File: config.mk
export PLATFORM = sky130hd
export DESIGN_NAME = modem_receive_payload_deframer_top
export DESIGN_NICKNAME = d
export VERILOG_FILES = /design/src/rtl/core/mrpd_pkg.sv /design/src/rtl/core/mrpd_engine.sv /design/src/rtl/core/modem_receive_payload_deframer_top.sv
export SDC_FILE = /design/constraint.sdc
export NUM_CORES = 1
export LEC_CHECK = 0
export ABC_AREA = 1
export BUFFER_PORTS_ARGS = -buffer_cell sky130_fd_sc_hd__buf_4
export CAP_MARGIN = 20
export CORE_MARGIN = 2
export CORE_UTILIZATION = 61
export CTS_CLUSTER_SIZE = 28
export DETAILED_ROUTE_END_ITERATION = 6
export HOLD_SLACK_MARGIN = 0.03
export PLACE_DENSITY = 0.88
export SLEW_MARGIN = 40
export SYNTH_ARGS = -nofsm -noshare
export SYNTH_HDL_FRONTEND = slang
export SYNTH_SLANG_ARGS = --single-unit
File: constraint.sdc
create_clock -name clk_i -period 3.78 [get_ports clk_i]
set_input_delay 0.567 -clock clk_i [delete_from_list [all_inputs] [get_ports clk_i]]
set_output_delay 0.567 -clock clk_i [all_outputs]
set_load 0.01 [all_outputs]
File: src/rtl/core/mrpd_pkg.sv
// Shared types and character constants for the receive payload deframer.
`timescale 1ns / 1ps
`default_nettype none

package mrpd_pkg;

  // Header text "+CIPRCV:" and its length
  localparam int unsigned HDR_LEN_N = 8;
  localparam logic [3:0] HDR_LEN = 4'd8;

  typedef logic [7:0] hdr_text_t [0:HDR_LEN_N-1];

  localparam hdr_text_t HDR_TEXT = '{
    8'h2B, 8'h43, 8'h49, 8'h50, 8'h52, 8'h43, 8'h56, 8'h3A
  };

  localparam logic [7:0] CH_PLUS  = 8'h2B;
  localparam logic [7:0] CH_COMMA = 8'h2C;
  localparam logic [7:0] CH_COLON = 8'h3A;
  localparam logic [7:0] CH_ZERO  = 8'h30;
  localparam logic [7:0] CH_NINE  = 8'h39;

  // Declared-length accumulator saturates here; always above any 16-bit limit
  localparam int unsigned ACCUM_W = 17;
  localparam logic [ACCUM_W-1:0] ACCUM_MAX = 17'h1FFFF;

  localparam logic [15:0] MAX_LEN_RESET = 16'd1460;

  // One result item plus its valid flag
  typedef struct packed {
    logic        valid;
    logic [7:0]  payload_byte;
    logic [15:0] byte_index;
    logic        last_byte;
    logic        frame_error;
  } res_t;

endpackage

`default_nettype wire

File: src/rtl/core/mrpd_engine.sv
// Per-byte header hunt, length parse and payload pass state machine.
`timescale 1ns / 1ps
`default_nettype none

module mrpd_engine #(
  parameter int unsigned LENGTH_WIDTH      = 16,
  parameter int unsigned MAX_LENGTH_DIGITS = 5
) (
  input  wire logic          clk_i,
  input  wire logic          rst_ni,
  input  wire logic          step_i,
  input  wire logic [7:0]    data_byte_i,
  input  wire logic [15:0]   max_len_i,
  output mrpd_pkg::res_t     res_o
);
  import mrpd_pkg::*;

  localparam int unsigned DCW = $clog2(MAX_LENGTH_DIGITS + 1);
  localparam logic [DCW-1:0] DIGITS_MAX = DCW'(MAX_LENGTH_DIGITS);

  typedef enum logic [1:0] {
    PH_HUNT = 2'd0,
    PH_LEN  = 2'd1,
    PH_PAY  = 2'd2
  } phase_e;

  phase_e                  phase_q, phase_d;
  logic [3:0]              match_q, match_d;
  logic [ACCUM_W-1:0]      accum_q, accum_d;
  logic [DCW-1:0]          digits_q, digits_d;
  logic [LENGTH_WIDTH-1:0] left_q, left_d;
  logic [LENGTH_WIDTH-1:0] pos_q, pos_d;

  logic [3:0]         hunt_base;
  logic [3:0]         hunt_next;
  logic               hunt_done;
  logic               is_digit;
  logic [3:0]         digit_val;
  logic [20:0]        accum_mul;
  logic [ACCUM_W-1:0] accum_sat;
  logic [LENGTH_WIDTH-1:0] len_trunc;

  // Header matcher: restart from zero unless already hunting
  always_comb begin
    hunt_base = (phase_q == PH_HUNT && !match_q[3]) ? match_q : 4'd0;
    if (data_byte_i == HDR_TEXT[hunt_base[2:0]]) begin
      hunt_next = hunt_base + 4'd1;
    end else begin
      hunt_next = (data_byte_i == CH_PLUS) ? 4'd1 : 4'd0;
    end
    hunt_done = (hunt_next == HDR_LEN);
  end

  // Decimal accumulate: accum * 10 + digit, saturating
  always_comb begin
    is_digit  = (data_byte_i >= CH_ZERO) && (data_byte_i <= CH_NINE);
    digit_val = 4'(data_byte_i - CH_ZERO);
    accum_mul = ({4'd0, accum_q} << 3) + ({4'd0, accum_q} << 1) + 21'(digit_val);
    accum_sat = (accum_mul > 21'(ACCUM_MAX)) ? ACCUM_MAX : accum_mul[ACCUM_W-1:0];
    len_trunc = LENGTH_WIDTH'(accum_q);
  end

  // Next state and result
  always_comb begin
    phase_d  = phase_q;
    match_d  = match_q;
    accum_d  = accum_q;
    digits_d = digits_q;
    left_d   = left_q;
    pos_d    = pos_q;
    res_o    = '0;

    case (phase_q)
      PH_LEN: begin
        if (is_digit) begin
          if (digits_q < DIGITS_MAX) begin
            accum_d  = accum_sat;
            digits_d = digits_q + DCW'(1);
          end else begin
            accum_d = ACCUM_MAX;
          end
        end else if (data_byte_i == CH_COMMA) begin
          // Drop the frame on empty or over-limit length
          phase_d  = PH_HUNT;
          match_d  = 4'd0;
          accum_d  = '0;
          digits_d = '0;
          if (digits_q != '0) begin
            if (accum_q > {1'b0, max_len_i}) begin
              res_o.valid       = 1'b1;
              res_o.frame_error = 1'b1;
            end else begin
              left_d = len_trunc;
              pos_d  = '0;
              if (len_trunc != '0) begin
                phase_d = PH_PAY;
              end
            end
          end
        end else begin
          accum_d  = '0;
          digits_d = '0;
          if (hunt_done) begin
            phase_d = PH_LEN;
            match_d = 4'd0;
          end else begin
            phase_d = PH_HUNT;
            match_d = hunt_next;
          end
        end
      end
      default: begin
        if (phase_q == PH_PAY && left_q != '0) begin
          // Pass one payload byte
          res_o.valid        = 1'b1;
          res_o.payload_byte = data_byte_i;
          res_o.byte_index   = 16'(pos_q);
          res_o.last_byte    = (left_q == LENGTH_WIDTH'(1));
          left_d = left_q - LENGTH_WIDTH'(1);
          pos_d  = pos_q + LENGTH_WIDTH'(1);
          if (left_q == LENGTH_WIDTH'(1)) begin
            phase_d  = PH_HUNT;
            match_d  = 4'd0;
            accum_d  = '0;
            digits_d = '0;
          end
        end else begin
          accum_d  = '0;
          digits_d = '0;
          if (hunt_done) begin
            phase_d = PH_LEN;
            match_d = 4'd0;
          end else begin
            phase_d = PH_HUNT;
            match_d = hunt_next;
          end
        end
      end
    endcase
  end

  // Hold state, advance on each processed item
  always_ff @(posedge clk_i or negedge rst_ni) begin
    if (!rst_ni) begin
      phase_q  <= PH_HUNT;
      match_q  <= 4'd0;
      accum_q  <= '0;
      digits_q <= '0;
      left_q   <= '0;
      pos_q    <= '0;
    end else if (step_i) begin
      phase_q  <= phase_d;
      match_q  <= match_d;
      accum_q  <= accum_d;
      digits_q <= digits_d;
      left_q   <= left_d;
      pos_q    <= pos_d;
    end
  end

`ifndef SYNTHESIS
  a_pay_has_bytes : assert property (@(posedge clk_i) disable iff (!rst_ni)
    phase_q == PH_PAY |-> left_q != '0)
    else $error("payload phase with no bytes left");

  a_match_range : assert property (@(posedge clk_i) disable iff (!rst_ni)
    match_q < HDR_LEN)
    else $error("header match count out of range");

  a_digits_range : assert property (@(posedge clk_i) disable iff (!rst_ni)
    digits_q <= DIGITS_MAX)
    else $error("digit count above limit");

  a_idle_holds : assert property (@(posedge clk_i) disable iff (!rst_ni)
    !step_i |=> $stable(phase_q) && $stable(left_q) && $stable(pos_q))
    else $error("state changed without an item");
`endif

endmodule

`default_nettype wire

File: src/rtl/core/modem_receive_payload_deframer_top.sv
// Top level of the receive payload deframer: input stage, engine, result stage.
// Each item waits in the input register; its result then enters the result register.
// Throughput: one byte per cycle unless out_stall_i holds back a result.
// A stalled result stays in the output register while one new item waits in
// the input register.
// Reset (rst_ni, async, active low) clears valid flags and engine state, sets max length to 1460.
`timescale 1ns / 1ps
`default_nettype none

module modem_receive_payload_deframer_top #(
  parameter int unsigned LENGTH_WIDTH      = 16,
  parameter int unsigned MAX_LENGTH_DIGITS = 5
) (
  input  wire logic        clk_i,
  input  wire logic        rst_ni,
  input  wire logic        cfg_valid_i,
  output      logic        cfg_ready_o,
  input  wire logic [15:0] cfg_data_i,
  input  wire logic        in_valid_i,
  output      logic        in_stall_o,
  input  wire logic [7:0]  data_byte_i,
  output      logic        out_valid_o,
  input  wire logic        out_stall_i,
  output      logic [7:0]  payload_byte_o,
  output      logic [15:0] byte_index_o,
  output      logic        last_byte_o,
  output      logic        frame_error_o
);
  import mrpd_pkg::*;

  logic [15:0] max_len_q;
  logic        in_valid_q;
  logic [7:0]  in_byte_q;
  logic        out_valid_q;
  res_t        out_res_q;
  res_t        eng_res;
  logic        advance;
  logic        step;
  logic        in_take;

  assign cfg_ready_o = 1'b1;

  // Result register frees when empty or taken
  assign advance    = !out_valid_q || !out_stall_i;
  assign step       = in_valid_q && advance;
  assign in_stall_o = in_valid_q && !advance;
  assign in_take    = in_valid_i && !in_stall_o;

  // Configuration register
  always_ff @(posedge clk_i or negedge rst_ni) begin
    if (!rst_ni) begin
      max_len_q <= MAX_LEN_RESET;
    end else if (cfg_valid_i && cfg_ready_o) begin
      max_len_q <= cfg_data_i;
    end
  end

  // Input register
  always_ff @(posedge clk_i or negedge rst_ni) begin
    if (!rst_ni) begin
      in_valid_q <= 1'b0;
    end else if (in_take) begin
      in_valid_q <= 1'b1;
    end else if (step) begin
      in_valid_q <= 1'b0;
    end
  end

  always_ff @(posedge clk_i) begin
    if (in_take) begin
      in_byte_q <= data_byte_i;
    end
  end

  mrpd_engine #(
    .LENGTH_WIDTH      (LENGTH_WIDTH),
    .MAX_LENGTH_DIGITS (MAX_LENGTH_DIGITS)
  ) u_engine (
    .clk_i       (clk_i),
    .rst_ni      (rst_ni),
    .step_i      (step),
    .data_byte_i (in_byte_q),
    .max_len_i   (max_len_q),
    .res_o       (eng_res)
  );

  // Result register
  always_ff @(posedge clk_i or negedge rst_ni) begin
    if (!rst_ni) begin
      out_valid_q <= 1'b0;
    end else if (advance) begin
      out_valid_q <= step && eng_res.valid;
    end
  end

  always_ff @(posedge clk_i) begin
    if (advance && step && eng_res.valid) begin
      out_res_q <= eng_res;
    end
  end

  assign out_valid_o    = out_valid_q;
  assign payload_byte_o = out_res_q.payload_byte;
  assign byte_index_o   = out_res_q.byte_index;
  assign last_byte_o    = out_res_q.last_byte;
  assign frame_error_o  = out_res_q.frame_error;

`ifndef SYNTHESIS
  a_error_fields_zero : assert property (@(posedge clk_i) disable iff (!rst_ni)
    out_valid_o && frame_error_o |->
      payload_byte_o == 8'd0 && byte_index_o == 16'd0 && !last_byte_o)
    else $error("error result carries payload fields");

  a_stall_needs_item : assert property (@(posedge clk_i) disable iff (!rst_ni)
    in_stall_o |-> in_valid_q && out_valid_q)
    else $error("input stalled with nothing pending");

  a_no_step_on_stall : assert property (@(posedge clk_i) disable iff (!rst_ni)
    out_valid_q && out_stall_i |-> !step)
    else $error("item processed while result is stalled");
`endif

endmodule

`default_nettype wire
Yosys cells after proc, flatten, opt, wreduce, memory -nomap -nowiden

Memory sizes are Yosys's and may differ from the RTL's.
Cells that the tools add are included.

Add/subtract/negate cells: 7
Order comparisons: 6
Equality and inequality tests: 13
Muxes and demuxes: 51
Bitwise gates (word level): 2
Reduce and logical (&&, ||, !) cells: 26

Operator list:

| operator              | number |
|---|---|
| $mux 16               | 12 |
| $mux 17               | 6 |
| $mux 4                | 8 |
| $reduce_bool 16->1    | 2 |
| $mux 26               | 1 |
| $add 20x18->21        | 1 |
| $add 21x4->21         | 1 |
| $gt 21x17->1 const B  | 1 |
| $gt 17x16->1          | 1 |
| $add 16x1->16 const B | 1 |
| $eq 16x1->1 const B   | 1 |
| $eq 8x6->1 const B    | 2 |
| $mux 2                | 8 |
| $mux 8                | 2 |
| $sub 16x1->16 const B | 1 |
| $mux 3                | 5 |
| $logic_and 1x1->1     | 9 |
| $mux 1                | 9 |
| $eq 8x8->1            | 1 |
| $ge 8x6->1 const B    | 1 |
| $le 8x6->1 const B    | 1 |
| $ne 3x3->1 const B    | 2 |
| $reduce_and 3->1      | 2 |
| $reduce_and 6->1      | 1 |
| other kinds (19)      | 26 |

Bits in registers: 110
ROM bits: 64
Bits of input ports: 29
Memories: 1

Memories:

| name             | words | bits a word | rd ports | clocked after Yosys merged registers in | wr ports | RTL line          | RTL |
|---|---|---|---|---|---|---|---|
| (name not given) | 8     | 8           | 1        | 0                                       | 0        | mrpd_engine.sv:46 | `if (data_byte_i == HDR_TEXT[hunt_base[2:0]]) begin` |

Longest topological paths before layout

Gate-level depths: netlist of run 1.

Depth in word-level cells: 14
Depth in mapped cells: 19
Gate-level depth less buffers: 18

By module

From an unflattened synthesis of run 1, not the netlist that was laid out.

Cells, all modules: 1,032
Area, all modules: 7,626.1 sq um

By module, submodules not included:

| module                             | times used | cells an instance | area each (sq um) |
|---|---|---|---|
| mrpd_engine                        | 1          | 914               | 5,835.6 |
| modem_receive_payload_deframer_top | 1          | 118               | 1,790.5 |

Least setup slack after synthesis of run 1

No wires, ideal clock.

Path type: reg-to-reg
From: register in_byte_q[3]
To: register u_engine.accum_q[11]
Library setup time: 0.116 ns
Data arrival time: 2.507 ns
Slack: 1.156 ns
Cell stages (with the launch flop): 18
Buffers on the path: 1
Clock period less this slack: 2.624 ns
Cell sequence: edfxtp_1 > inv_1 > fa_1 > inv_1 > fa_1 > nand3_1 > nand2_2 > nand2_1 > nand2_2 > nand2_2 > nand2_1 > nand2_1 > nand2_1 > nor2_4 > buf_6 > nand3_1 > nand2_1 > nand2_1

Longest elaborated chain between the ends: 7
Elaborated cells between the ends (all ways): 10
Classes of those cells: add/sub: 2; order compare: 3; mux: 4; reduce/logical: 1

RTL lines:

| what                     | RTL line                                 | RTL |
|---|---|---|
| start: declaration       | modem_receive_payload_deframer_top.sv:33 | `logic [7:0] in_byte_q;` |
| start signal: assignment | modem_receive_payload_deframer_top.sv:71 | `in_byte_q <= data_byte_i;` |
| $sub 4x1->4              | mrpd_engine.sv:57                        | `digit_val = 4'(data_byte_i - CH_ZERO);` |
| $add 21x4->21            | mrpd_engine.sv:58                        | `accum_mul = ({4'd0, accum_q} << 3) + ({4'd0, accum_q} << 1) + 21'(digit_val);` |
| $gt 21x17->1             | mrpd_engine.sv:59                        | `accum_sat = (accum_mul > 21'(ACCUM_MAX)) ? ACCUM_MAX : accum_mul[ACCUM_W-1:0];` |
| $mux 17                  | mrpd_engine.sv:59                        |  |
| $mux 17                  | mrpd_engine.sv:76                        | `if (digits_q < DIGITS_MAX) begin` |
| $mux 17 *                | mrpd_engine.sv:75                        | `if (is_digit) begin` |
| $mux 17 *                | mrpd_engine.sv:73                        | `case (phase_q)` |
| end signal: assignment   | mrpd_engine.sv:154                       | `accum_q <= accum_d;` |
| end: declaration         | mrpd_engine.sv:29                        | `logic [ACCUM_W-1:0] accum_q, accum_d;` |

Every way passes the cells marked *; elsewhere a longest branch is shown, timed or not.
A chain may end at the register's enable or synchronous reset.

Final worst setup path of run 1

From: register in_byte_q[3]
To: register u_engine.accum_q[3]

The elaborated chain is that of the path after synthesis.

==> results of run 1 <==
[critical path, delay by kind of cell, from the launching register on]
kind | cells | cell delay, ns
buffers and inverters | 2 | 0.18
adders and majority gates | 2 | 1.07
DFF | 1 | 0.37
and+or+nand+nor | 12 | 1.28
[per-stage QoR]
step                      utilization  setup slack [ns]
after floorplan                     -              1.16
after global placement          0.670             0.925
after detailed placement        0.670             0.830
after CTS                       0.692             0.804
after global routing            0.692             0.528
final                           0.692             0.776
[state kept, by name, indices dropped and copies added (netlist names)]
name / flops
u_engine.accum_q: 17
byte_index_o: 16
max_len_q: 16
u_engine.left_q: 16
u_engine.pos_q: 16
in_byte_q: 8
payload_byte_o: 8
u_engine.match_q: 4
u_engine.digits_q: 3
u_engine.phase_q: 2
frame_error_o: 1
in_valid_q: 1
last_byte_o: 1
out_valid_o: 1
[power breakdown]
group / switching [mW] / internal (mW)
logic: 0.0863 / 0.0502
clock network: 0.440 / 0.449
registers: 0.0122 / 1.25
total: 0.538 / 1.75
[worst max-delay path by stage]
stage / start / end / slack, ns / depth (start not counted)
floorplan: in_byte_q[3] / u_engine.accum_q[11] / 1.16 / 17
finish: in_byte_q[3] / u_engine.accum_q[3] / 0.78 / 16
CTS: in_byte_q[3] / u_engine.accum_q[7] / 0.80 / 16
global placement: in_byte_q[3] / u_engine.accum_q[15] / 0.93 / 16
detailed placement: in_byte_q[3] / u_engine.accum_q[7] / 0.83 / 16
global route: in_byte_q[3] / u_engine.accum_q[9] / 0.53 / 16
[Yosys cell counts, drive strengths merged (3+ instances only)]
library cell | count | share of area
dfstp | 6 | 0.021
nor3 | 17 | 0.013
nand3 | 99 | 0.066
edfxtp | 34 | 0.13
buf | 19 | 0.020
dfrtp | 70 | 0.23
a31oi | 4 | 0.0033
nor2 | 120 | 0.068
a21oi | 37 | 0.025
inv | 121 | 0.060
xor2 | 18 | 0.021
nor4 | 8 | 0.0066
clkbuf | 8 | 0.0040
or2 | 3 | 0.0025
nand2 | 323 | 0.16
o21ai | 36 | 0.024
nand4 | 25 | 0.021
ha | 59 | 0.097
[layout make-up]
cell class              count  area [um2]  share of cell area
inverters                 122         458              0.0549
repair buffers             61         462              0.0553
well taps                 168         210              0.0252
clock buffers              12         236              0.0283
multi-input cells         766        4020               0.482
flip-flops and latches    110        2930               0.351
clock inverters             4        25.0             0.00300
[layer usage]
metal	track usage	part of all wire
met4	0.107	0.023
met2	0.469	0.48
met5	0	0
met3	0.0424	0.055
met1	0.368	0.45
[placed cells by master (no fill, tap or decap), types with 15 or more instances in the layout]
| cell type | instances |
|---|---|
| a21oi_1 | 35 |
| ha_1 | 59 |
| buf_4 | 60 |
| edfxtp_1 | 34 |
| inv_1 | 115 |
| xor2_1 | 18 |
| nor3_1 | 15 |
| dfrtp_1 | 70 |
| nand2_1 | 312 |
| nor2_1 | 106 |
| nand3_1 | 98 |
| o21ai_0 | 36 |
| nand4_1 | 25 |
[cells by family after synthesis]
family / count (synthesis)
XOR/XNOR: 19
buffers and inverters: 149
flip-flops: 110
AND/OR/NAND/NOR: 601
AO/OA/AOI/OAI: 83
other: 1
multiplexers: 1
adder cells (fa/ha/maj): 61
==> results_tabular.tex, run 1 <==
\begin{tabular}{lr}
\hline
Metric & Value \\
\hline
\multicolumn{2}{l}{\textbf{Outcome}} \\
\quad Run status & finished clean \\
\multicolumn{2}{l}{\textbf{Floorplan}} \\
\quad Die Area & 13400 um2 \\
\quad Top-level port count & 58 \\
\quad Core Region & 12100 um2 \\
\quad Initial Util & 0.629 \\
\quad Die outline height & 116 um \\
\quad Die outline width & 116 um \\
\quad Cell row count & 40 \\
\multicolumn{2}{l}{\textbf{Layout}} \\
\quad Non-filler instance count after layout & 1243 \\
\quad Layout filler cell count & 980 \\
\quad Synthesis-to-finish area growth & 9.92\% \\
\quad Share of final-layout standard cells stronger than drive strength 1 & 0.112 \\
\quad Final net count & 1160 \\
\quad Final standard cell area without fillers & 8350 um2 \\
\quad Antenna cells & 0 \\
\multicolumn{2}{l}{\textbf{Yosys}} \\
\quad Post-Syn Area per Cell & 7.41 um2 \\
\quad Proportion of synthesized flip-flops having asynchronous set or reset & 0.691 \\
\quad Share of cell area taken by muxes after synthesis & 0.00148 \\
\quad Compound-cell area share of the yosys netlist & 0.0580 \\
\quad Number of enable-type register cells in the synthesized netlist & 34 \\
\quad Flip-flop and latch count after synthesis & 110 \\
\quad Count of unique library cells instantiated by Yosys & 42 \\
\quad Synthesized-area fraction occupied by xor and xnor cells & 0.0219 \\
\quad Most used flip-flop cell after synthesis & dfrtp\_1 \\
\quad Post-synthesis instance total & 1025 \\
\quad Share of synthesized area occupied by flip-flops and latches & 0.386 \\
\quad Synth Cell Area & approximately 7600 um2 \\
\quad Dominant combinational cell family by area after synthesis & simple AND/OR/NAND/NOR gates \\
\quad Net count after synthesis & $\sim$1100 \\
\quad Adder-cell share of the synthesized area & 0.103 \\
\quad Number of warnings printed during yosys synthesis & 0 \\
\quad Simple-gate area share of the yosys netlist & 0.346 \\
\multicolumn{2}{l}{\textbf{Placement}} \\
\quad Placement-stage cell area & 8080 um2 \\
\quad Placed Cells & 1227 \\
\quad IO buf count & 56 \\
\quad DPL Wire Length & 13000 um \\
\quad Gpl congestion & 0.935 \\
\multicolumn{2}{l}{\textbf{CTS}} \\
\quad Worst-Skew Late Latency & 0.36 ns \\
\quad Root Driver & clkbuf\_16 \\
\quad Number of buffers created by CTS & 9 \\
\quad Number of H-tree branching levels & 3 \\
\quad Post-CTS clock slew at the launch and capture registers of the worst setup and hold paths & around 0.07 ns \\
\quad Bufs on Longest Clock Path & 2 \\
\quad TritonCTS clock tree & yes \\
\quad Count of cells resized by post-cts repair & 0 \\
\quad Number of buffers inserted by hold repair at cts & 0 \\
\quad Buffers inserted during post-CTS setup optimization & 0 \\
\quad Clock tree sinks & 110 \\
\multicolumn{2}{l}{\textbf{Detailed routing}} \\
\quad Detailed-route wire length per cell & between 10 and 15 um \\
\quad Average via count per standard cell & 5.54 \\
\quad WL final & around 18000 um \\
\quad Remaining DRCs & 0 \\
\quad Vias & approximately 6900 \\
\quad Antenna viol nets, final & 0 \\
\quad Number of iterations in the first detailed-routing pass & 5 \\
\quad Iter 0 DRT Violations & between 700 and 800 \\
\multicolumn{2}{l}{\textbf{Timing}} \\
\quad Max Clock Freq & between 0.3 and 0.4 GHz \\
\quad Sum of negative setup slack & 0 ns \\
\quad Final period utilization & 0.795 \\
\quad Worst-case headroom to the max-slew limit & 0.528 \\
\quad Worst Hold Slack & 0.207 ns \\
\quad Slew @ Worst Pin & 0.708 ns \\
\quad Setup repair after global routing missed its margin & false \\
\quad Max-slew violation count & 0 \\
\quad Final Skew & 0.00689 ns \\
\quad Time the final worst path needs with I/O delays and setup & 3.00 ns \\
\quad Final count of negative-setup-slack endpoints & 0 \\
\quad Hold violation total from the final report & 0 \\
\multicolumn{2}{l}{\textbf{GRT}} \\
\quad Vias in the first global route & 6513 \\
\quad Overall Global Routing Usage & 0.280 \\
\quad Pin count of the biggest net entering global routing & 77 \\
\quad Remaining Overflow, GRT & 0 \\
\quad First-pass GRT wire length & around 30000 um \\
\quad Initial antenna violation count & 0 \\
\multicolumn{2}{l}{\textbf{Critical path}} \\
\quad Worst-path fanout max & 17 \\
\quad Endpoint type of the worst setup path & register \\
\quad Data required time of the worst path & 4.03 ns \\
\quad Start-to-end type of the worst setup path & register to register \\
\quad Reg-to-reg setup timing slack & 0.78 ns \\
\quad Crit-path max cell delay & 0.56 ns \\
\quad Cell with the largest stage delay on the worst path & fa\_1 \\
\quad Worst path most repeated cell & nand2\_1 \\
\quad Critical R2R Launch & in\_byte\_q[3] \\
\quad Path depth of the worst reg2reg path & 16 \\
\quad Worst flop-to-flop path endpoint & u\_engine.accum\_q[3] \\
\quad Signal arrival time at the worst endpoint & 3.26 ns \\
\quad Crit path cell chain & inv\_1, fa\_1, inv\_1, fa\_1, nand3\_1, nand2\_2, nand2\_1, nand2\_2, nand2\_2, nand2\_1, nand2\_1, nand2\_1, nor2\_4, nand3\_1, nand2\_1, nand2\_1 \\
\quad Crit start category & register \\
\multicolumn{2}{l}{\textbf{Power and ir drop}} \\
\quad Final Total Pwr & 2.29 mW \\
\quad LEAKAGE & 4.40 nW \\
\quad Power density relative to cell area & 274 nW/um2 \\
\quad Peak supply drop & 0.000245 V \\
\multicolumn{2}{l}{\textbf{Flow run}} \\
\quad \# Max-Cap Violations & 0 \\
\multicolumn{2}{l}{\textbf{Worst hold path}} \\
\quad Type of the worst min-delay path & primary input to asynchronous set/reset pin \\
\hline
\end{tabular}
Power figures use the tool's default switching activity.
==> run 2: changes to the inputs <==
--- a/config.mk
+++ b/config.mk
@@ -9,11 +9,11 @@
 export BUFFER_PORTS_ARGS = -buffer_cell sky130_fd_sc_hd__buf_4
 export CAP_MARGIN = 20
 export CORE_MARGIN = 2
-export CORE_UTILIZATION = 61
+export CORE_UTILIZATION = 55
 export CTS_CLUSTER_SIZE = 28
 export DETAILED_ROUTE_END_ITERATION = 6
 export HOLD_SLACK_MARGIN = 0.03
-export PLACE_DENSITY = 0.88
+export PLACE_DENSITY = 0.84
 export SLEW_MARGIN = 40
 export SYNTH_ARGS = -nofsm -noshare
 export SYNTH_HDL_FRONTEND = slang
==> constraint.sdc (replaced) <==
create_clock -name clk_i -period 2.5 [get_ports clk_i]
set_input_delay 0.375 -clock clk_i [delete_from_list [all_inputs] [get_ports clk_i]]
set_output_delay 0.375 -clock clk_i [all_outputs]
set_load 0.01 [all_outputs]
==> run 2 against run 1 <==
Against the previous run:
- the flow now finishes with violations (negative setup slack)
- sequential share of layout area shrank 2.1 points
- combinational power rose by 65%
- first-iteration DRC count is 4.5% higher
- utilization fell by 2.7 points
- hold slack worse by 0.021 ns
- register-to-register slack worse by 0.87 ns
- die area up 11%
- worst setup slack worse by 0.87 ns
- fmax is 16% higher
- critical path type unchanged
- largest cell class unchanged
==> results_tabular.tex, run 2 (synthesized netlist as in run 1, its figures left out) <==
\begin{tabular}{lr}
\hline
Metric & Value \\
\hline
\multicolumn{2}{l}{\textbf{Floorplan}} \\
\quad Die Area & roughly 15000 um2 \\
\quad Top-level port count & 58 \\
\quad Die outline height & 121 um \\
\quad Initial Util & 0.569 \\
\quad Core Region & around 13000 um2 \\
\quad Die outline width & 121 um \\
\quad Cell row count & 42 \\
\multicolumn{2}{l}{\textbf{Detailed routing}} \\
\quad Remaining DRCs & 0 \\
\quad Detailed-route wire length per cell & 14.5 um \\
\quad Antenna viol nets, final & 0 \\
\quad WL final & 18900 um \\
\quad Average via count per standard cell & 5.54 \\
\quad Iter 0 DRT Violations & 809 \\
\quad Vias & a little over 7000 \\
\quad Number of iterations in the first detailed-routing pass & 6 \\
\multicolumn{2}{l}{\textbf{Critical path}} \\
\quad Endpoint type of the worst setup path & register \\
\quad Path depth of the worst reg2reg path & 17 \\
\quad Crit start category & register \\
\quad Crit path cell chain & inv\_2, fa\_1, inv\_2, fa\_2, nand3\_1, nand2\_2, nand2\_2, nand2\_2, nand2\_2, nand2\_1, nand2\_1, nand2\_1, nor2\_4, buf\_12, nand3\_1, nand2\_1, nand2\_1 \\
\quad Worst-path fanout max & 17 \\
\quad Data required time of the worst path & about 2.8 ns \\
\quad Reg-to-reg setup timing slack & -0.09 ns \\
\quad Start-to-end type of the worst setup path & register to register \\
\quad Worst flop-to-flop path endpoint & u\_engine.accum\_q[0] \\
\quad Crit-path max cell delay & 0.56 ns \\
\quad Signal arrival time at the worst endpoint & 2.84 ns \\
\quad Worst path most repeated cell & nand2\_1 \\
\quad Cell with the largest stage delay on the worst path & fa\_1 \\
\quad Critical R2R Launch & in\_byte\_q[3] \\
\multicolumn{2}{l}{\textbf{GRT}} \\
\quad Initial antenna violation count & 0 \\
\quad First-pass GRT wire length & between 30000 and 40000 um \\
\quad Pin count of the biggest net entering global routing & 42 \\
\quad Vias in the first global route & 6741 \\
\quad Remaining Overflow, GRT & 0 \\
\quad Overall Global Routing Usage & 0.264 \\
\multicolumn{2}{l}{\textbf{Layout}} \\
\quad Non-filler instance count after layout & 1297 \\
\quad Largest reg by FF count & u\_engine.accum\_q \\
\quad Antenna cells & 0 \\
\quad Synthesis-to-finish area growth & 16.9\% \\
\quad Multi-input gate area in the final layout & $\sim$4100 um2 \\
\quad Final net count & 1206 \\
\quad Leading cell types in the layout, fill and taps excluded & nand2\_1, inv\_1, nor2\_1, buf\_4, nand3\_1 \\
\quad Most common cell after layout, fill and taps aside & nand2\_1 \\
\quad Register cell area after layout & 2930 um2 \\
\quad Max FFs per register & 17 \\
\quad Layout filler cell count & 1091 \\
\quad Share of final-layout standard cells stronger than drive strength 1 & 0.164 \\
\multicolumn{2}{l}{\textbf{CTS}} \\
\quad Clock tree sinks & between 100 and 150 \\
\quad Bufs on Longest Clock Path & 2 \\
\quad Worst-Skew Late Latency & between 0.3 and 0.4 ns \\
\quad Number of buffers created by CTS & 9 \\
\quad Root Driver & clkbuf\_16 \\
\quad Post-CTS clock slew at the launch and capture registers of the worst setup and hold paths & 0.08 ns \\
\quad TritonCTS clock tree & yes \\
\quad Number of H-tree branching levels & 3 \\
\multicolumn{2}{l}{\textbf{Timing}} \\
\quad Time the final worst path needs with I/O delays and setup & 2.59 ns \\
\quad Slew @ Worst Pin & a little under 0.5 ns \\
\quad Sum of negative setup slack & -0.650 ns \\
\quad Hold violation total from the final report & 0 \\
\quad Final Skew & 0.00959 ns \\
\quad Final period utilization & 1.04 \\
\quad Max-slew violation count & 0 \\
\quad Worst-case headroom to the max-slew limit & 0.669 \\
\quad Final count of negative-setup-slack endpoints & 17 \\
\quad Max Clock Freq & about 0.39 GHz \\
\quad Setup repair after global routing missed its margin & true \\
\quad Fin worst setup slack & -0.0930 ns \\
\multicolumn{2}{l}{\textbf{Placement}} \\
\quad Placed Cells & 1277 \\
\quad Gpl congestion & around 0.95 \\
\quad IO buf count & 56 \\
\quad DPL Wire Length & 13900 um \\
\multicolumn{2}{l}{\textbf{Worst hold path}} \\
\quad Worst hold path depth & 1 \\
\quad Hold EP & in\_byte\_q[5] \\
\quad Type of the worst min-delay path & primary input to register \\
\quad Hold path startpoint & data\_byte\_i[5] \\
\multicolumn{2}{l}{\textbf{Power and ir drop}} \\
\quad Peak supply drop & 0.000348 V \\
\quad Final Total Pwr & 3.53 mW \\
\quad Power density relative to cell area & 397 nW/um2 \\
\quad LEAKAGE & between 4 and 5 nW \\
\multicolumn{2}{l}{\textbf{Flow run}} \\
\quad \# Max-Cap Violations & 0 \\
\multicolumn{2}{l}{\textbf{Outcome}} \\
\quad Run status & complete, but fails checks \\
\quad Violated checks & negative setup slack \\
\hline
\end{tabular}
## run 2: changes by cell type in the layout (fill, tap and decap cells not counted), moves of 3 or more
cell and delta:
buf_4 +39, buf_12 +6, nand2_1 -4, nor2_1 -4, clkinvlp_4 +3, nand2_2 +3
nand3_1 -3, nand3_2 +3
## run 2: how the worst max path moves through the flow
stage,start,to,slack (ns),cells past startpoint
finish,in_byte_q[3],u_engine.accum_q[0],-0.09,17
global route,in_byte_q[3],u_engine.accum_q[0],-0.23,19
CTS,in_byte_q[3],u_engine.accum_q[0],-0.07,15
detailed placement,in_byte_q[3],u_engine.accum_q[6],-0.06,15
global placement,u_engine.accum_q[9],u_engine.accum_q[13],0.03,15
floorplan,in_byte_q[3],u_engine.accum_q[11],0.003,17
## run 2: what timing repair did
action	in CTS	in global routing
setup endpoints to repair	19	79
hold buffers	1	0
setup buffers	0	3
endpoints found under the hold margin	35	0
pin swaps	1	2
resized for setup	4	19
## run 2: worst max-delay path: cells and delay by family, from the launching register on
kind | cells | cell delay (ns)
fa+ha+maj | 2 | 0.92
simple gates | 12 | 0.88
flops | 1 | 0.38
buf+inv | 3 | 0.28
## run 2: per-stage QoR
| step | utilization | hold WS, ns | instance area [um2] | worst slack (ns) |
|---|---|---|---|---|
| floorplan | - | 0.0794 | 7590 | 0.00284 |
| global placement | 0.636 | 0.377 | 8480 | 0.0260 |
| detailed placement | 0.636 | 0.374 | 8480 | -0.0631 |
| CTS | 0.658 | 0.181 | 8790 | -0.0731 |
| global route | 0.665 | 0.184 | 8870 | -0.233 |
| finish | 0.665 | 0.186 | 8870 | -0.0930 |
## run 2: metal layers
metal	GRT usage	up-vias	share of wire
met3	0.0381	39	0.066
met5	0	-	0
met1	0.344	3341	0.42
met2	0.446	297	0.49
met4	0.103	0	0.021
li1	-	3507	-
## run 2: layout make-up
type                    instances  share of cell area
multi-input cells             766               0.461
flip-flops and latches        110               0.330
clock buffers                  10              0.0258
well taps                     176              0.0248
clock inverters                 6             0.00592
repair buffers                107               0.100
inverters                     122              0.0520
## run 2: power by group
group / internal, mW / total [mW] / switching, mW
registers: 1.89 / 1.91 / 0.0177
clock network: 0.693 / 1.39 / 0.700
logic: 0.0870 / 0.225 / 0.137
total: 2.67 / 3.53 / 0.855
==> run 3: changes to the inputs <==
--- a/config.mk
+++ b/config.mk
@@ -5,15 +5,16 @@
 export SDC_FILE = /design/constraint.sdc
 export NUM_CORES = 1
 export LEC_CHECK = 0
-export ABC_AREA = 1
 export BUFFER_PORTS_ARGS = -buffer_cell sky130_fd_sc_hd__buf_4
 export CAP_MARGIN = 20
+export CELL_PAD_IN_SITES_DETAIL_PLACEMENT = 1
+export CELL_PAD_IN_SITES_GLOBAL_PLACEMENT = 1
 export CORE_MARGIN = 2
-export CORE_UTILIZATION = 55
+export CORE_UTILIZATION = 47
 export CTS_CLUSTER_SIZE = 28
 export DETAILED_ROUTE_END_ITERATION = 6
 export HOLD_SLACK_MARGIN = 0.03
-export PLACE_DENSITY = 0.84
+export PLACE_DENSITY = 0.87
 export SLEW_MARGIN = 40
 export SYNTH_ARGS = -nofsm -noshare
 export SYNTH_HDL_FRONTEND = slang
==> constraint.sdc (replaced) <==
create_clock -name clk_i -period 2.75 [get_ports clk_i]
set_input_delay 0.4125 -clock clk_i [delete_from_list [all_inputs] [get_ports clk_i]]
set_output_delay 0.4125 -clock clk_i [all_outputs]
set_load 0.01 [all_outputs]
==> run 3 against run 2 <==
Against the previous run:
- the run ends with design-rule violations, negative setup slack left
- critical path depth down 4
- register-to-register slack got worse by 0.51 ns
- area after synthesis decreased by 12%
- cell area decreased by 2.4%
- global-route usage grew 8.5 points
- critical path type unchanged
- highest routed layer unchanged
==> results_tabular.tex, run 3 <==
\begin{tabular}{lr}
\hline
Metric & Value \\
\hline
\multicolumn{2}{l}{\textbf{Outcome}} \\
\quad Run status & complete, but fails checks \\
\quad Violated checks & design-rule violations, negative setup slack \\
\multicolumn{2}{l}{\textbf{Power and ir drop}} \\
\quad Comb power frac & 0.066 \\
\quad Power density relative to cell area & 400 nW/um2 \\
\quad Clock power frac & 0.433 \\
\quad LEAKAGE & 4.12 nW \\
\quad Switching pwr & 0.837 mW \\
\quad Switching Fraction & 0.242 \\
\quad Peak supply drop & 0.000297 V \\
\quad Total internal power & 2.63 mW \\
\quad Final Total Pwr & $\sim$3.5 mW \\
\quad Sequential share of power & 0.501 \\
\multicolumn{2}{l}{\textbf{Timing}} \\
\quad Max Clock Freq & 0.298 GHz \\
\quad Slew @ Worst Pin & 0.753 ns \\
\quad Final period utilization & 1.22 \\
\quad Worst Hold Slack & between 0.07 and 0.08 ns \\
\quad Hold violation total from the final report & 0 \\
\quad Final Skew & between 0.01 and 0.015 ns \\
\quad Worst-case headroom to the max-slew limit & 0.498 \\
\quad Setup repair after global routing missed its margin & true \\
\quad Fin worst setup slack & -0.603 ns \\
\quad Max-slew violation count & 0 \\
\quad Final count of negative-setup-slack endpoints & 22 \\
\quad Time the final worst path needs with I/O delays and setup & 3.35 ns \\
\multicolumn{2}{l}{\textbf{Critical path}} \\
\quad Endpoint type of the worst setup path & register \\
\quad Worst-path fanout max & 5 \\
\quad Start-to-end type of the worst setup path & register to register \\
\quad Signal arrival time at the worst endpoint & 3.61 ns \\
\quad Path depth of the worst reg2reg path & 13 \\
\quad Data required time of the worst path & 3.00 ns \\
\quad Critical R2R Launch & u\_engine.accum\_q[2] \\
\quad Crit start category & register \\
\quad Worst flop-to-flop path endpoint & u\_engine.accum\_q[6] \\
\quad Reg-to-reg setup timing slack & -0.60 ns \\
\multicolumn{2}{l}{\textbf{CTS}} \\
\quad Root Driver & clkbuf\_16 \\
\quad Worst-Skew Late Latency & 0.38 ns \\
\quad Clock tree sinks & between 100 and 150 \\
\quad Number of buffers created by CTS & 9 \\
\quad Bufs on Longest Clock Path & 2 \\
\quad Number of H-tree branching levels & 3 \\
\quad Post-CTS clock slew at the launch and capture registers of the worst setup and hold paths & 0.08 ns \\
\quad TritonCTS clock tree & yes \\
\multicolumn{2}{l}{\textbf{GRT}} \\
\quad Initial antenna violation count & 0 \\
\quad Pin count of the biggest net entering global routing & 77 \\
\quad GR met2 Demand/Resource & 0.613 \\
\quad Remaining Overflow, GRT & 0 \\
\quad First-pass GRT wire length & approximately 40000 um \\
\quad Met3 track utilization from global routing & 0.0650 \\
\quad Overall Global Routing Usage & 0.350 \\
\quad Highest-utilization routing layer at the global route stage & met2 \\
\quad Met1 layer usage reported by global route & 0.400 \\
\quad Vias in the first global route & 7059 \\
\multicolumn{2}{l}{\textbf{Placement}} \\
\quad DPL Wire Length & 15700 um \\
\quad Placement-stage cell area & 7940 um2 \\
\quad Gpl congestion & $\sim$0.88 \\
\quad Placed Cells & 981 \\
\quad IO buf count & 56 \\
\multicolumn{2}{l}{\textbf{Yosys}} \\
\quad Flip-flop and latch count after synthesis & 110 \\
\quad Proportion of synthesized flip-flops having asynchronous set or reset & 0.691 \\
\quad Net count after synthesis & 775 \\
\quad Synth Cell Area & $\sim$6700 um2 \\
\quad Count of unique library cells instantiated by Yosys & 64 \\
\quad Number of warnings printed during yosys synthesis & 0 \\
\quad List of most frequent post-synthesis cells & dfrtp\_1, a21oi\_1, ha\_1 \\
\quad Most common cell in the netlist & dfrtp\_1 \\
\quad Post-Syn Area per Cell & 9.76 um2 \\
\quad Most used flip-flop cell after synthesis & dfrtp\_1 \\
\quad Share of synthesized area occupied by flip-flops and latches & 0.438 \\
\quad Cell type contributing the most total cell area after synthesis & dfrtp\_1 \\
\quad Post-synthesis instance total & 685 \\
\quad Number of enable-type register cells in the synthesized netlist & 34 \\
\quad Cell types with the largest area share after synthesis & dfrtp\_1, edfxtp\_1, ha\_1 \\
\quad Post-synth top area share & 0.262 \\
\multicolumn{2}{l}{\textbf{Detailed routing}} \\
\quad Antenna viol nets, final & 0 \\
\quad Number of iterations in the first detailed-routing pass & 7 \\
\quad Average via count per standard cell & 6.51 \\
\quad WL final & 27100 um \\
\quad Vias & 6603 \\
\quad Iter 0 DRT Violations & roughly 600 \\
\quad Detailed-route wire length per cell & 26.7 um \\
\quad Remaining DRCs & 1 \\
\multicolumn{2}{l}{\textbf{Layout}} \\
\quad Share of final-layout standard cells stronger than drive strength 1 & 0.315 \\
\quad Final standard cell area without fillers & 8660 um2 \\
\quad Synthesis-to-finish area growth & 29.6\% \\
\quad Largest reg by FF count & u\_engine.accum\_q \\
\quad Non-filler instance count after layout & 1015 \\
\quad Antenna cells & 0 \\
\quad Final net count & roughly 900 \\
\quad Most common cell after layout, fill and taps aside & buf\_4 \\
\quad Max FFs per register & 17 \\
\quad Core occupancy in the finished layout & 0.624 \\
\quad Leading cell types in the layout, fill and taps excluded & buf\_4, dfrtp\_1, ha\_1, nor2\_1, a21oi\_1 \\
\multicolumn{2}{l}{\textbf{Floorplan}} \\
\quad Die Area & between 15000 and 20000 um2 \\
\quad Initial Util & 0.482 \\
\quad Die outline height & 123 um \\
\quad Die outline width & 123 um \\
\quad Core Region & 13900 um2 \\
\quad Top-level port count & 58 \\
\quad Cell row count & 43 \\
\multicolumn{2}{l}{\textbf{Flow run}} \\
\quad \# Max-Cap Violations & 0 \\
\multicolumn{2}{l}{\textbf{Worst hold path}} \\
\quad Type of the worst min-delay path & primary input to asynchronous set/reset pin \\
\hline
\end{tabular}
## run 3: changes by cell type in the layout (fill, tap and decap cells not counted), sizes merged, moves of 15 or more
| cell | before | now |
|---|---|---|
| and2 | 2 | 26 |
| a21oi | 37 | 71 |
| nor2 | 120 | 58 |
| buf | 106 | 159 |
| nand4 | 25 | 10 |
| nand3 | 99 | 13 |
| inv | 124 | 42 |
| nand2 | 323 | 52 |
## run 3: layout make-up
cell class,count,area [um2]
Fill cell,1501,5220
Clock inverter,5,81.3
Multi-Input combinational cell,509,3770
Sequential cell,110,2940
Inverter,41,154
Clock buffer,11,243
Tap cell,180,225
Timing Repair Buffer,159,1250
## run 3: kinds of logic (layout without fill, tap and decap cells)
family	count (synthesis)	after routing	synth area share
AND/OR/NAND/NOR	227	227	0.175
AO/OA/AOI/OAI	185	185	0.183
flip-flops	110	110	0.438
buffers and inverters	66	216	0.0391
adder cells (fa/ha/maj)	61	61	0.116
XOR/XNOR	27	27	0.0354
multiplexers	8	8	0.0129
other	1	1	0.000561
## run 3: through the flow
step | setup TNS (ns) | setup WS [ns]
finish | -9.55 | -0.603
global route | -12.09 | -0.716
CTS | -7.45 | -0.468
detailed placement | -11.73 | -0.536
global placement | -7.83 | -0.423
floorplan | -7.75 | -0.513
## run 3: worst max path at each step
stage | startpoint | endpoint | slack, ns
after floorplan | in_byte_q[3] | u_engine.accum_q[10] | -0.51
after global placement | in_byte_q[3] | u_engine.accum_q[16] | -0.42
after detailed placement | in_byte_q[3] | u_engine.accum_q[3] | -0.54
after CTS | u_engine.accum_q[2] | u_engine.accum_q[1] | -0.47
after global routing | u_engine.accum_q[2] | u_engine.accum_q[6] | -0.72
final | u_engine.accum_q[2] | u_engine.accum_q[6] | -0.60
## run 3: critical path, cell delays in order, from the launching register on
cell and delay [ns]:
dfrtp_1 0.38, inv_2 0.06, fa_2 0.63, inv_2 0.08, ha_4 0.23, a21oi_4 0.18
nor2_4 0.06, o2111ai_2 0.23, a31oi_1 0.17, or3_4 0.44, a2111oi_4 0.37, buf_4 0.22
buf_12 0.14, a21oi_4 0.06
## run 3: power by group through the flow
stage               Combinational, mW  Sequential [mW]  Clock, mW
floorplan                      0.0882             1.76          0
global placement                0.167             1.76          0
detailed placement              0.185             1.76          0
CTS                             0.217             1.73       1.48
global route                    0.243             1.74       1.55
finish                          0.229             1.74       1.50
## run 3: layer usage
| layer | wire length, um | part of all wire |
|---|---|---|
| met5 | 0 | 0 |
| met4 | 1630 | 0.060 |
| met3 | 1700 | 0.063 |
| met2 | 13900 | 0.51 |
| met1 | 9860 | 0.36 |
## run 3: repair_timing
item	4_1_cts	5_1_grt
setup buffers	11	6
pin swaps	20	4
gates cloned	2	0
hold buffers	0	0
resized for setup	35	34
endpoints found under the setup margin	79	76
